--- config.mk ---
export PLATFORM = sky130hd
export DESIGN_NAME = keyword_lexer_token_classifier
export DESIGN_NICKNAME = d
export VERILOG_FILES = /design/src/rtl/kltc_pkg.sv /design/src/rtl/keyword_lexer_token_classifier.sv /design/src/rtl/kltc_scan.sv /design/src/rtl/kltc_out_queue.sv
export SDC_FILE = /design/constraint.sdc
export NUM_CORES = 1
export LEC_CHECK = 0
export BUFFER_PORTS_ARGS = -buffer_cell sky130_fd_sc_hd__buf_2
export CELL_PAD_IN_SITES_DETAIL_PLACEMENT = 0
export CELL_PAD_IN_SITES_GLOBAL_PLACEMENT = 1
export CORE_MARGIN = 1
export CORE_UTILIZATION = 53
export CTS_CLUSTER_SIZE = 25
export DETAILED_ROUTE_END_ITERATION = 8
export PLACE_DENSITY = 0.87
export SYNTH_ARGS = -nofsm -noshare
export SYNTH_HDL_FRONTEND = slang
export SYNTH_SLANG_ARGS = --single-unit
--- constraint.sdc ---
create_clock -name clk -period 9.7 [get_ports clk]
set_input_delay 0.485 -clock clk [delete_from_list [all_inputs] [get_ports clk]]
set_output_delay 0.485 -clock clk [all_outputs]
set_load 0.01 [all_outputs]
--- src/rtl/kltc_pkg.sv ---
`timescale 1ns / 1ps
// Shared types, token codes and the reserved-word table for the keyword lexer.
// No dependencies; every other file refers to this package by scoped names.
package kltc_pkg;

	localparam int WORD_BUF_DEPTH  = 8;
	localparam int KW_MAX_LEN      = 7;
	localparam int KW_COUNT        = 15;
	localparam int OUT_QUEUE_DEPTH = 4;

	typedef enum logic [5:0] {
		TK_BEGIN     = 6'd0,
		TK_END       = 6'd1,
		TK_PROC      = 6'd2,
		TK_EQUAL     = 6'd3,
		TK_LEFTPAR   = 6'd4,
		TK_RIGHTPAR  = 6'd5,
		TK_INTEGER   = 6'd6,
		TK_BOOLEAN   = 6'd7,
		TK_COMMA     = 6'd8,
		TK_SEMICOLON = 6'd9,
		TK_ASSIGN    = 6'd10,
		TK_READ      = 6'd11,
		TK_WRITE     = 6'd12,
		TK_IF        = 6'd13,
		TK_THEN      = 6'd14,
		TK_ELSE      = 6'd15,
		TK_WHILE     = 6'd16,
		TK_DO        = 6'd17,
		TK_CALL      = 6'd18,
		TK_OR        = 6'd19,
		TK_AND       = 6'd20,
		TK_NOT       = 6'd21,
		TK_MINUS     = 6'd22,
		TK_ID        = 6'd23,
		TK_LT        = 6'd24,
		TK_GT        = 6'd25,
		TK_GE        = 6'd26,
		TK_LE        = 6'd27,
		TK_NE        = 6'd28,
		TK_PLUS      = 6'd29,
		TK_STAR      = 6'd30,
		TK_DIV       = 6'd31,
		TK_NUMERAL   = 6'd32,
		TK_DOLLAR    = 6'd33,
		TK_ERROR     = 6'd34,
		TK_EOF       = 6'd35
	} tok_kind_t;

	typedef struct packed {
		logic [7:0] char_in;
		logic       end_of_input;
	} in_word_t;

	typedef struct packed {
		tok_kind_t  token_kind;
		logic [7:0] token_length;
		logic       last_of_run;
	} out_word_t;

	typedef struct packed {
		logic [1:0] count;
		out_word_t  first;
		out_word_t  second;
	} push_t;

	typedef struct packed {
		logic [8*KW_MAX_LEN-1:0] text;
		logic [2:0]              len;
		tok_kind_t               kind;
	} kw_entry_t;

	// Text is right-aligned: the first letter sits in the highest used byte.
	localparam kw_entry_t KW_TABLE [KW_COUNT] = '{
		'{56'("proc"),    3'd4, TK_PROC},
		'{56'("call"),    3'd4, TK_CALL},
		'{56'("begin"),   3'd5, TK_BEGIN},
		'{56'("end"),     3'd3, TK_END},
		'{56'("integer"), 3'd7, TK_INTEGER},
		'{56'("boolean"), 3'd7, TK_BOOLEAN},
		'{56'("read"),    3'd4, TK_READ},
		'{56'("write"),   3'd5, TK_WRITE},
		'{56'("if"),      3'd2, TK_IF},
		'{56'("then"),    3'd4, TK_THEN},
		'{56'("else"),    3'd4, TK_ELSE},
		'{56'("while"),   3'd5, TK_WHILE},
		'{56'("do"),      3'd2, TK_DO},
		'{56'("and"),     3'd3, TK_AND},
		'{56'("or"),      3'd2, TK_OR}
	};

	function automatic tok_kind_t classify_word(input logic [KW_MAX_LEN-1:0][7:0] w,
			input logic [7:0] count);
		tok_kind_t kind;
		logic      same;
		kind = TK_ID;
		for (int i = 0; i < KW_COUNT; i++) begin
			same = (count == 8'(KW_TABLE[i].len));
			for (int j = 0; j < KW_MAX_LEN; j++) begin
				if (j < int'(KW_TABLE[i].len)) begin
					if (w[j] != KW_TABLE[i].text[8*(int'(KW_TABLE[i].len) - 1 - j) +: 8]) begin
						same = 1'b0;
					end
				end
			end
			if (same) begin
				kind = KW_TABLE[i].kind;
			end
		end
		return kind;
	endfunction

endpackage

--- src/rtl/keyword_lexer_token_classifier.sv ---
`timescale 1ns / 1ps
// Keyword lexer: one source byte per word in, tokens (kind, length) out.
// The token a byte completes is written into the result queue as that byte is taken.
// Throughput: one byte per cycle; a byte that yields two tokens pushes both at once,
// and in_ready drops while the four-entry result queue has fewer than two free slots.
// Reset: scanner idle between tokens, length count zero, result queue empty; the word
// buffer is not reset. Depends on kltc_pkg, kltc_scan and kltc_out_queue.
module keyword_lexer_token_classifier #(
	parameter int WORD_BUFFER_DEPTH = kltc_pkg::WORD_BUF_DEPTH
) (
	input  logic                clk,
	input  logic                arst_n,
	input  logic                in_valid,
	output logic                in_ready,
	input  kltc_pkg::in_word_t  in_word,
	output logic                out_valid,
	input  logic                out_ready,
	output kltc_pkg::out_word_t out_word
);

	kltc_pkg::push_t push;
	logic            has_room;
	logic            fire;

	assign in_ready = has_room;
	assign fire     = in_valid && in_ready;

	kltc_scan #(
		.WORD_BUFFER_DEPTH(WORD_BUFFER_DEPTH)
	) u_scan (
		.clk     (clk),
		.arst_n  (arst_n),
		.fire    (fire),
		.in_word (in_word),
		.push    (push)
	);

	kltc_out_queue u_out_queue (
		.clk       (clk),
		.arst_n    (arst_n),
		.push      (push),
		.has_room  (has_room),
		.out_valid (out_valid),
		.out_ready (out_ready),
		.out_word  (out_word)
	);

endmodule

--- src/rtl/kltc_scan.sv ---
`timescale 1ns / 1ps
// Scanner core: mode, length count and word buffer, with the logic that turns one byte
// into up to two tokens. Depends on kltc_pkg.
module kltc_scan #(
	parameter int WORD_BUFFER_DEPTH = kltc_pkg::WORD_BUF_DEPTH
) (
	input  logic              clk,
	input  logic              arst_n,
	input  logic              fire,
	input  kltc_pkg::in_word_t in_word,
	output kltc_pkg::push_t   push
);

	localparam int IDX_W = $clog2(WORD_BUFFER_DEPTH);

	localparam logic [7:0] CH_SPACE  = 8'h20;
	localparam logic [7:0] CH_TAB    = 8'h09;
	localparam logic [7:0] CH_CR     = 8'h0D;
	localparam logic [7:0] CH_COLON  = 8'h3A;
	localparam logic [7:0] CH_LT     = 8'h3C;
	localparam logic [7:0] CH_GT     = 8'h3E;
	localparam logic [7:0] CH_EQ     = 8'h3D;
	localparam logic [7:0] CH_SEMI   = 8'h3B;
	localparam logic [7:0] CH_COMMA  = 8'h2C;
	localparam logic [7:0] CH_LPAR   = 8'h28;
	localparam logic [7:0] CH_RPAR   = 8'h29;
	localparam logic [7:0] CH_MINUS  = 8'h2D;
	localparam logic [7:0] CH_PLUS   = 8'h2B;
	localparam logic [7:0] CH_STAR   = 8'h2A;
	localparam logic [7:0] CH_SLASH  = 8'h2F;
	localparam logic [7:0] CH_DOLLAR = 8'h24;

	typedef enum logic [2:0] {
		MODE_IDLE,
		MODE_ID,
		MODE_NUM,
		MODE_COLON,
		MODE_LT,
		MODE_GT
	} mode_t;

	typedef struct packed {
		mode_t               mode;
		logic                load;
		logic                emit;
		kltc_pkg::tok_kind_t kind;
	} start_t;

	function automatic logic is_space(input logic [7:0] c);
		return (c == CH_SPACE) || (c >= CH_TAB && c <= CH_CR);
	endfunction

	function automatic logic is_digit(input logic [7:0] c);
		return c >= 8'h30 && c <= 8'h39;
	endfunction

	function automatic logic is_alpha(input logic [7:0] c);
		return (c >= 8'h61 && c <= 8'h7A) || (c >= 8'h41 && c <= 8'h5A);
	endfunction

	function automatic start_t start_byte(input logic [7:0] c);
		start_t s;
		s.mode = MODE_IDLE;
		s.load = 1'b0;
		s.emit = 1'b0;
		s.kind = kltc_pkg::TK_ERROR;
		priority if (is_space(c)) begin
		end else if (c == CH_COLON) begin
			s.mode = MODE_COLON;
		end else if (c == CH_LT) begin
			s.mode = MODE_LT;
		end else if (c == CH_GT) begin
			s.mode = MODE_GT;
		end else if (is_digit(c)) begin
			s.mode = MODE_NUM;
			s.load = 1'b1;
		end else if (is_alpha(c)) begin
			s.mode = MODE_ID;
			s.load = 1'b1;
		end else begin
			s.emit = 1'b1;
			unique case (c)
				CH_SEMI:   s.kind = kltc_pkg::TK_SEMICOLON;
				CH_COMMA:  s.kind = kltc_pkg::TK_COMMA;
				CH_LPAR:   s.kind = kltc_pkg::TK_LEFTPAR;
				CH_RPAR:   s.kind = kltc_pkg::TK_RIGHTPAR;
				CH_MINUS:  s.kind = kltc_pkg::TK_MINUS;
				CH_EQ:     s.kind = kltc_pkg::TK_EQUAL;
				CH_PLUS:   s.kind = kltc_pkg::TK_PLUS;
				CH_STAR:   s.kind = kltc_pkg::TK_STAR;
				CH_SLASH:  s.kind = kltc_pkg::TK_DIV;
				CH_DOLLAR: s.kind = kltc_pkg::TK_DOLLAR;
				default:   s.kind = kltc_pkg::TK_ERROR;
			endcase
		end
		return s;
	endfunction

	mode_t                                   mode_q, mode_d;
	logic [7:0]                              count_q, count_d, count_inc;
	logic [7:0]                              word_q [WORD_BUFFER_DEPTH];
	logic [kltc_pkg::KW_MAX_LEN-1:0][7:0]    word_view;
	logic                                    buf_we;
	logic [IDX_W-1:0]                        buf_idx;
	logic [7:0]                              c;
	logic                                    eoi;
	start_t                                  st;
	logic                                    use_start;
	kltc_pkg::tok_kind_t                     word_kind;
	logic                                    a_v, b_v;
	kltc_pkg::tok_kind_t                     a_kind, b_kind;
	logic [7:0]                              a_len, b_len;
	kltc_pkg::out_word_t                     a_word, b_word;

	assign c   = in_word.char_in;
	assign eoi = in_word.end_of_input;

	always_comb begin
		for (int j = 0; j < kltc_pkg::KW_MAX_LEN; j++) begin
			word_view[j] = word_q[j];
		end
	end

	assign word_kind = kltc_pkg::classify_word(word_view, count_q);
	assign st        = start_byte(c);
	assign count_inc = (count_q == 8'hFF) ? count_q : count_q + 8'd1;

	always_comb begin
		mode_d    = mode_q;
		count_d   = count_q;
		buf_we    = 1'b0;
		buf_idx   = '0;
		use_start = 1'b0;
		a_v       = 1'b0;
		a_kind    = kltc_pkg::TK_ERROR;
		a_len     = 8'd0;
		b_v       = 1'b0;
		b_kind    = kltc_pkg::TK_ERROR;
		b_len     = 8'd0;
		if (eoi) begin
			unique case (mode_q)
				MODE_ID: begin
					a_v    = 1'b1;
					a_kind = word_kind;
					a_len  = count_q;
				end
				MODE_NUM: begin
					a_v    = 1'b1;
					a_kind = kltc_pkg::TK_NUMERAL;
					a_len  = count_q;
				end
				MODE_COLON: begin
					a_v    = 1'b1;
					a_kind = kltc_pkg::TK_ERROR;
					a_len  = 8'd1;
				end
				MODE_LT: begin
					a_v    = 1'b1;
					a_kind = kltc_pkg::TK_LT;
					a_len  = 8'd1;
				end
				MODE_GT: begin
					a_v    = 1'b1;
					a_kind = kltc_pkg::TK_GT;
					a_len  = 8'd1;
				end
				default: begin
				end
			endcase
			b_v     = 1'b1;
			b_kind  = kltc_pkg::TK_EOF;
			b_len   = 8'd0;
			mode_d  = MODE_IDLE;
			count_d = 8'd0;
		end else begin
			unique case (mode_q)
				MODE_ID: begin
					if (is_alpha(c) || is_digit(c)) begin
						if (count_q < 8'(WORD_BUFFER_DEPTH)) begin
							buf_we  = 1'b1;
							buf_idx = count_q[IDX_W-1:0];
						end
						count_d = count_inc;
					end else begin
						a_v       = 1'b1;
						a_kind    = word_kind;
						a_len     = count_q;
						use_start = 1'b1;
					end
				end
				MODE_NUM: begin
					if (is_digit(c)) begin
						count_d = count_inc;
					end else begin
						a_v       = 1'b1;
						a_kind    = kltc_pkg::TK_NUMERAL;
						a_len     = count_q;
						use_start = 1'b1;
					end
				end
				MODE_COLON: begin
					mode_d = MODE_IDLE;
					a_v    = 1'b1;
					a_len  = 8'd2;
					a_kind = (c == CH_EQ) ? kltc_pkg::TK_ASSIGN : kltc_pkg::TK_ERROR;
				end
				MODE_LT: begin
					mode_d = MODE_IDLE;
					a_v    = 1'b1;
					priority if (c == CH_EQ) begin
						a_kind = kltc_pkg::TK_LE;
						a_len  = 8'd2;
					end else if (c == CH_GT) begin
						a_kind = kltc_pkg::TK_NE;
						a_len  = 8'd2;
					end else begin
						a_kind    = kltc_pkg::TK_LT;
						a_len     = 8'd1;
						use_start = !is_space(c);
					end
				end
				MODE_GT: begin
					mode_d = MODE_IDLE;
					a_v    = 1'b1;
					if (c == CH_EQ) begin
						a_kind = kltc_pkg::TK_GE;
						a_len  = 8'd2;
					end else begin
						a_kind    = kltc_pkg::TK_GT;
						a_len     = 8'd1;
						use_start = !is_space(c);
					end
				end
				default: begin
					use_start = 1'b1;
				end
			endcase
			if (use_start) begin
				mode_d = st.mode;
				if (st.load) begin
					count_d = 8'd1;
				end
				if (st.mode == MODE_ID) begin
					buf_we  = 1'b1;
					buf_idx = '0;
				end
				b_v    = st.emit;
				b_kind = st.kind;
				b_len  = 8'd1;
			end
		end
	end

	always_comb begin
		a_word.token_kind   = a_kind;
		a_word.token_length = a_len;
		a_word.last_of_run  = !b_v;
		b_word.token_kind   = b_kind;
		b_word.token_length = b_len;
		b_word.last_of_run  = 1'b1;
		push.count          = fire ? (2'(a_v) + 2'(b_v)) : 2'd0;
		push.first          = a_v ? a_word : b_word;
		push.second         = b_word;
	end

	always_ff @(posedge clk or negedge arst_n) begin
		if (!arst_n) begin
			mode_q  <= MODE_IDLE;
			count_q <= 8'd0;
		end else if (fire) begin
			mode_q  <= mode_d;
			count_q <= count_d;
		end
	end

	always_ff @(posedge clk) begin
		if (fire && buf_we) begin
			word_q[buf_idx] <= c;
		end
	end

endmodule

--- src/rtl/kltc_out_queue.sv ---
`timescale 1ns / 1ps
// Result queue taking up to two tokens a cycle and handing out one a cycle while out_ready is high.
// Depends on kltc_pkg.
module kltc_out_queue (
	input  logic                clk,
	input  logic                arst_n,
	input  kltc_pkg::push_t     push,
	output logic                has_room,
	output logic                out_valid,
	input  logic                out_ready,
	output kltc_pkg::out_word_t out_word
);

	localparam int DEPTH = kltc_pkg::OUT_QUEUE_DEPTH;
	localparam int PTR_W = $clog2(DEPTH);
	localparam int CNT_W = PTR_W + 1;

	kltc_pkg::out_word_t mem_q [DEPTH];
	logic [PTR_W-1:0]    wr_ptr_q, rd_ptr_q;
	logic [CNT_W-1:0]    fill_q;
	logic                pop;

	assign out_valid = fill_q != '0;
	assign pop       = out_valid && out_ready;
	assign has_room  = fill_q <= CNT_W'(DEPTH - 2);
	assign out_word  = mem_q[rd_ptr_q];

	always_ff @(posedge clk or negedge arst_n) begin
		if (!arst_n) begin
			wr_ptr_q <= '0;
			rd_ptr_q <= '0;
			fill_q   <= '0;
		end else begin
			wr_ptr_q <= wr_ptr_q + PTR_W'(push.count);
			rd_ptr_q <= rd_ptr_q + PTR_W'(pop);
			fill_q   <= fill_q + CNT_W'(push.count) - CNT_W'(pop);
		end
	end

	always_ff @(posedge clk) begin
		if (push.count != 2'd0) begin
			mem_q[wr_ptr_q] <= push.first;
		end
		if (push.count == 2'd2) begin
			mem_q[wr_ptr_q + PTR_W'(1)] <= push.second;
		end
	end

endmodule
### Word-level counts from Yosys, hierarchy flattened

Memories as Yosys holds them, arrays and structs flattened.
Index checks and enable logic that the tools add are counted.

* flip-flop bits (word level): 18
* bits in writable memories: 124
* bits of input ports: 13
* output and inout port bits: 17
* memories kept: 2

* add/subtract/negate cells: 7
* $lt $le $gt $ge: 10
* eq/ne operators: 69
* multiplexer cells: 150
* reduce and logical (&&, ||, !) cells: 19

Memory list
* u_scan.word_q: depth 8, bits a word 8, rd ports 7, clocked after Yosys merged registers in 0, write ports 1, line kltc_scan.sv:101 `logic [7:0] word_q [WORD_BUFFER_DEPTH];`
* u_out_queue.mem_q: depth 4, bits a word 15, rd ports 1, clocked after Yosys merged registers in 0, write ports 2, line kltc_out_queue.sv:18 `kltc_pkg::out_word_t mem_q [DEPTH];`

Operators by type and width (number)
* $ne 8x7->1 const B: 42
* $eq 8x6->1 const B: 14
* $mux 8: 14
* $mux 1: 83
* $mux 5: 15
* $pmux 6 s10: 1
* $pmux 8 s5: 1
* $mux 3: 13
* $mux 6: 6
* $pmux 8 s2: 2
* $pmux 6 s5: 1
* $eq 8x3->1 const B: 3
* $pmux 6 s4: 1
* $eq 8x2->1 const B: 2
* $ge 8x7->1 const B: 2
* $le 8x7->1 const B: 2
* $mux 15: 1
* $mux 7: 2
* $mux 2: 6
* $mux 11: 1
* $add 8x1->8 const B: 1
* $eq 8x8->1 const B: 1
* $ge 8x4->1 const B: 1
* $ge 8x6->1 const B: 1
* 26 further kinds: 39

### Logic depth before layout (Yosys ltp)

An unclocked memory read counts as a cell.

* depth after elaboration: 25
* depth in mapped cells: 17
* mapped depth without buffers: 16

### Cells and area by module

A second synthesis with hierarchy kept.

* cells, all modules: 643
* area total of the unflattened synthesis: 7925.1 sq um

By module, submodules not included
* kltc_scan: times used 1, cells an instance 455, area each 4490.6 sq um, seq. area each 1956.9 sq um
* kltc_out_queue: times used 1, cells an instance 187, area each 3428.3 sq um, seq. area each 1976.9 sq um
* keyword_lexer_token_classifier: times used 1, cells an instance 1, area each 6.3 sq um, seq. area each 0.0 sq um

### Worst setup path before layout

No wires, ideal clock.

* kind: input port to flip-flop
* from: input port in_word[5] (netlist bit)
* to: memory u_out_queue.mem_q[1][10] (netlist bit), enable pin
* arrival time: 3.526 ns
* required time: 9.380 ns
* path slack: 5.854 ns
* cell stages on the path: 12
* buffers on the path: 1
* cells stage by stage: clkbuf_1 -> nor2_1 -> a21oi_1 -> o2111ai_1 -> a22oi_1 -> a21oi_1 -> a31o_2 -> ha_1 -> or3_1 -> nor3_1 -> nor2_1 -> inv_1

RTL lines
* start, declared: line keyword_lexer_token_classifier.sv:15 `input kltc_pkg::in_word_t in_word,`
* end, declared: line kltc_out_queue.sv:18

==> key figures <==
Worst hold path
  • Hold Path Class: primary input to flip-flop

Route
  • Met3 wire length: 1970 um
  • DRT antenna net count: 0
  • Metal2 WL: 8830 um
  • Drt first pass iters: 6
  • Final WL: 19600 um
  • DR WL/cell: 22.0 um
  • Met1 WL: 8580 um
  • Vias: 5893
  • DRC Markers: 0
  • DR top layer: met4
  • Drt initial violations: 903
  • DR vias/cell: roughly 6.6

STA
  • Endpoints failing setup: 0
  • FMAX: 219 MHz
  • Fin Hold WS: 0.400 ns
  • Relative slew slack: 35.2%
  • Worst-margin pin slew: 0.973 ns
  • Minimum clock period: 4.56 ns
  • Final WS setup: 5.14 ns
  • Final hold violation count: 0
  • Worst Clk Skew: 0.00533 ns
  • Final worst-path cycle share: 47.0%
  • Unrepaired setup endpoints after global routing: false
  • Final setup TNS: 0 ns
  • Final slew viol count: 0

Critical path
  • R2r startpoint: u_scan.mode_q[0]
  • Max Fanout on Critical Path: 16
  • Cell with the most instances on the worst path: a21oi_1
  • Worst setup path class: flip-flop to flip-flop
  • Reg2Reg Depth: 11
  • Required @ worst endpoint: 9.80 ns
  • Crit path arrival time: 4.66 ns
  • Critical path endpoint: u_out_queue.mem_q[1][9]
  • Critical path startpoint: u_scan.mode_q[0]
  • Slowest stage cell, crit path: dfrtp_1
  • RR Endpoint: u_out_queue.mem_q[1][9]
  • Setup crit start kind: flip-flop
  • Critical Path End Type: flip-flop
  • Slowest stage delay, CP: roughly 0.7 ns
  • Worst reg2reg setup slack: between 5 and 6 ns
  • CP Cell Sequence: nand2b_1 -> a21oi_1 -> a21o_1 -> a22oi_1 -> a21oi_1 -> a31o_2 -> ha_1 -> or3_1 -> nor3_1 -> nor2_1 -> inv_1

Logic synthesis
  • Post-synthesis compound-gate area fraction: 15.1%
  • FFs w/ async S/R, synth: a little over an eighth
  • Net Count, Synth: 708
  • Post-Syn Area: 7090 um2
  • Syn Inst Count: 684
  • Adder-Cell Fraction of Synth Area: between 2 and 2.5%
  • Post-synthesis sequential area ratio: 51.0%
  • Largest family of logic cells by synthesized area: simple AND/OR/NAND/NOR gates
  • Mux cell area share after synthesis: ~5.2%
  • Synth Area in Simple Gates: a little under a quarter
  • Number of synthesized flops with an enable pin: 84
  • Register bit total from synthesis: 134
  • XOR/XNOR Fraction of Synth Area: less than 1%
  • Number of library cell types mapped by synthesis: 78
  • Warnings from Yosys: 0
  • Main flop type after synthesis: edfxtp_1
  • Syn_area_per_cell: between 10 and 15 um2

Die
  • Die area: 13800 um2
  • Core area: 12800 um2
  • Die Height: roughly 120 um
  • I/O pin cnt: 30
  • FP Rows: between 40 and 50
  • Initial Utilization: ~55%
  • Die Span X: 118 um

Power and ir drop
  • Cell Pwr Density: about 220 nW/um2
  • Net Sw Power: ~0.00056 W
  • Comb power frac: roughly a quarter
  • Share of total power in the clock network: 34.8%
  • Share of power burned in registers: 41.7%
  • Worst vdd ir: 0.164 mV
  • Internal: 0.00121 W
  • Leak: between 2 and 3 nW
  • Sw Ratio: a little under a third

Global routing
  • Vias in the first global route: 5547
  • First-pass GRT wire length: ~31000 um
  • Overflow after GRT: 0
  • Initial antenna violation count: 0
  • Global Route Usage Sum: a little under 30%
  • Largest net degree at the start of global routing: 24

Clocking
  • Worst-path clk slew: roughly 0.060 ns
  • Clock Latency Late Sink: 0.42 ns
  • Sink Count: 134
  • Clk root buf: clkbuf_16
  • Maximum clock path buffer count: 2
  • Total CTS buffers: 17
  • CTS tree: yes
  • H-tree Lvls: 4

Placement
  • Detailed Place HPWL: around 14000 um
  • I/O Buffers: 29
  • Cell Area, Placed: 7370 um2
  • Final GP Congestion: 0.899
  • Dpl ws: ~4.9 ns

Layout
  • Fin nets: 731
  • Commonest non-fill, non-tap cells in the layout: 84 x edfxtp_1, 81 x nand2_1, 49 x nor2_1, 41 x a21oi_1, 41 x o21ai_0
  • Syn-to-layout area delta: 12.3%
  • Commonest non-fill, non-tap cell in the layout: edfxtp_1
  • FF/Latch Area: 3610 um2
  • Util after Layout: 62.1%
  • Fillers: about 1100
  • Final Cell Area: 7960 um2
  • ANT cells: 0
  • Share of cells above drive strength 1: 14.0%
  • Area of the multi-input gates: 3270 um2

Status
  • Outcome: completed

Job
  • Maximum Capacitance Violations: 0
## flip-flops by register name, indices dropped and copies added (netlist names)
name / count
u_out_queue.rd_ptr_q: 2
u_scan.count_q: 8
u_out_queue.fill_q: 3
u_scan.word_q: 56
u_scan.mode_q: 3
u_out_queue.wr_ptr_q: 2
u_out_queue.mem_q: 60
## worst min-delay path by stage
stage / from / to / slack [ns] / cells after the start
after floorplan: arst_n / u_out_queue.fill_q[0] / 0.19 / 0
after global placement: arst_n / u_out_queue.fill_q[2] / 0.43 / 1
final: in_word[6] / u_scan.word_q[3][5] / 0.40 / 1
after global routing: in_word[6] / u_scan.word_q[4][5] / 0.42 / 1
after CTS: in_word[6] / u_scan.word_q[2][5] / 0.41 / 1
after detailed placement: arst_n / u_out_queue.fill_q[2] / 0.43 / 1
## Yosys cell counts, types with 8 or more instances
master / count / share of area (%)
edfxtp_1: 84 / 36
nand2_1: 81 / 4.3
nor2_1: 49 / 2.6
a21oi_1: 41 / 2.9
o21ai_0: 41 / 2.9
dfxtp_1: 32 / 9.0
clkbuf_1: 27 / 1.4
nor3_1: 22 / 1.6
o22ai_1: 22 / 1.9
nand3_1: 20 / 1.4
dfrtp_1: 18 / 6.4
inv_1: 18 / 0.95
mux4_2: 15 / 4.8
nor4_1: 15 / 1.3
nand4_1: 12 / 1.1
ha_1: 10 / 1.8
or3_1: 10 / 0.88
nand2b_1: 8 / 0.71
nor2b_1: 8 / 0.71
nor4b_1: 8 / 0.99
## layout make-up
| cell class | instances | share of cell area (%) |
|---|---|---|
| clock buffers | 24 | 6.60 |
| clock inverters | 8 | 0.738 |
| inverters | 19 | 0.896 |
| multi-input cells | 498 | 41.1 |
| flip-flops and latches | 134 | 45.4 |
| well taps | 172 | 2.70 |
| repair buffers | 37 | 2.61 |
## per-stage QoR
step / std cells / total power [W]
3_3_place_gp: 859 / 0.00115
4_1_cts: 892 / 0.00178
3_5_place_dp: 859 / 0.00116
6_report: 892 / 0.00178
2_1_floorplan: 684 / 0.00103
5_1_grt: 892 / 0.00186
## power by group through the flow
| stage | clock network (W) | registers, W | logic (W) |
|---|---|---|---|
| 6_report | 0.000619 | 0.000740 | 0.000417 |
| 5_1_grt | 0.000647 | 0.000749 | 0.000460 |
| 4_1_cts | 0.000622 | 0.000740 | 0.000414 |
| 3_5_place_dp | 0 | 0.000751 | 0.000410 |
| 3_3_place_gp | 0 | 0.000747 | 0.000401 |
| 2_1_floorplan | 0 | 0.000689 | 0.000345 |
## what timing repair did
| action | CTS | global route |
|---|---|---|
| resized for setup | 0 | 0 |
| hold buffers | 1 | 0 |
| endpoints found under the hold margin | 18 | 0 |
| setup buffers | 0 | 0 |
| endpoints found under the setup margin | 0 | 0 |
## logic make-up after synthesis
group           count (synthesis)
mux                            18
fa+ha+maj                      11
xor+xnor                        6
flops                         134
simple gates                  296
compound gates                167
buf+inv                        52
## worst max-delay path: cells and delay by family (launching register included)
family                     cells  cell delay (ns)
and+or+nand+nor                4             1.67
AOI/OAI and AO/OA              5             1.21
DFF                            1             0.68
adders and majority gates      1             0.38
buffers and inverters          1             0.30
## per-layer routing
layer	vias up	track usage, %
met2	298	43.8
met4	0	7.13
met1	2882	42.3
met3	23	6.98
met5	-	0
li1	2690	-
Note: power is estimated with default switching activity, not from simulation.
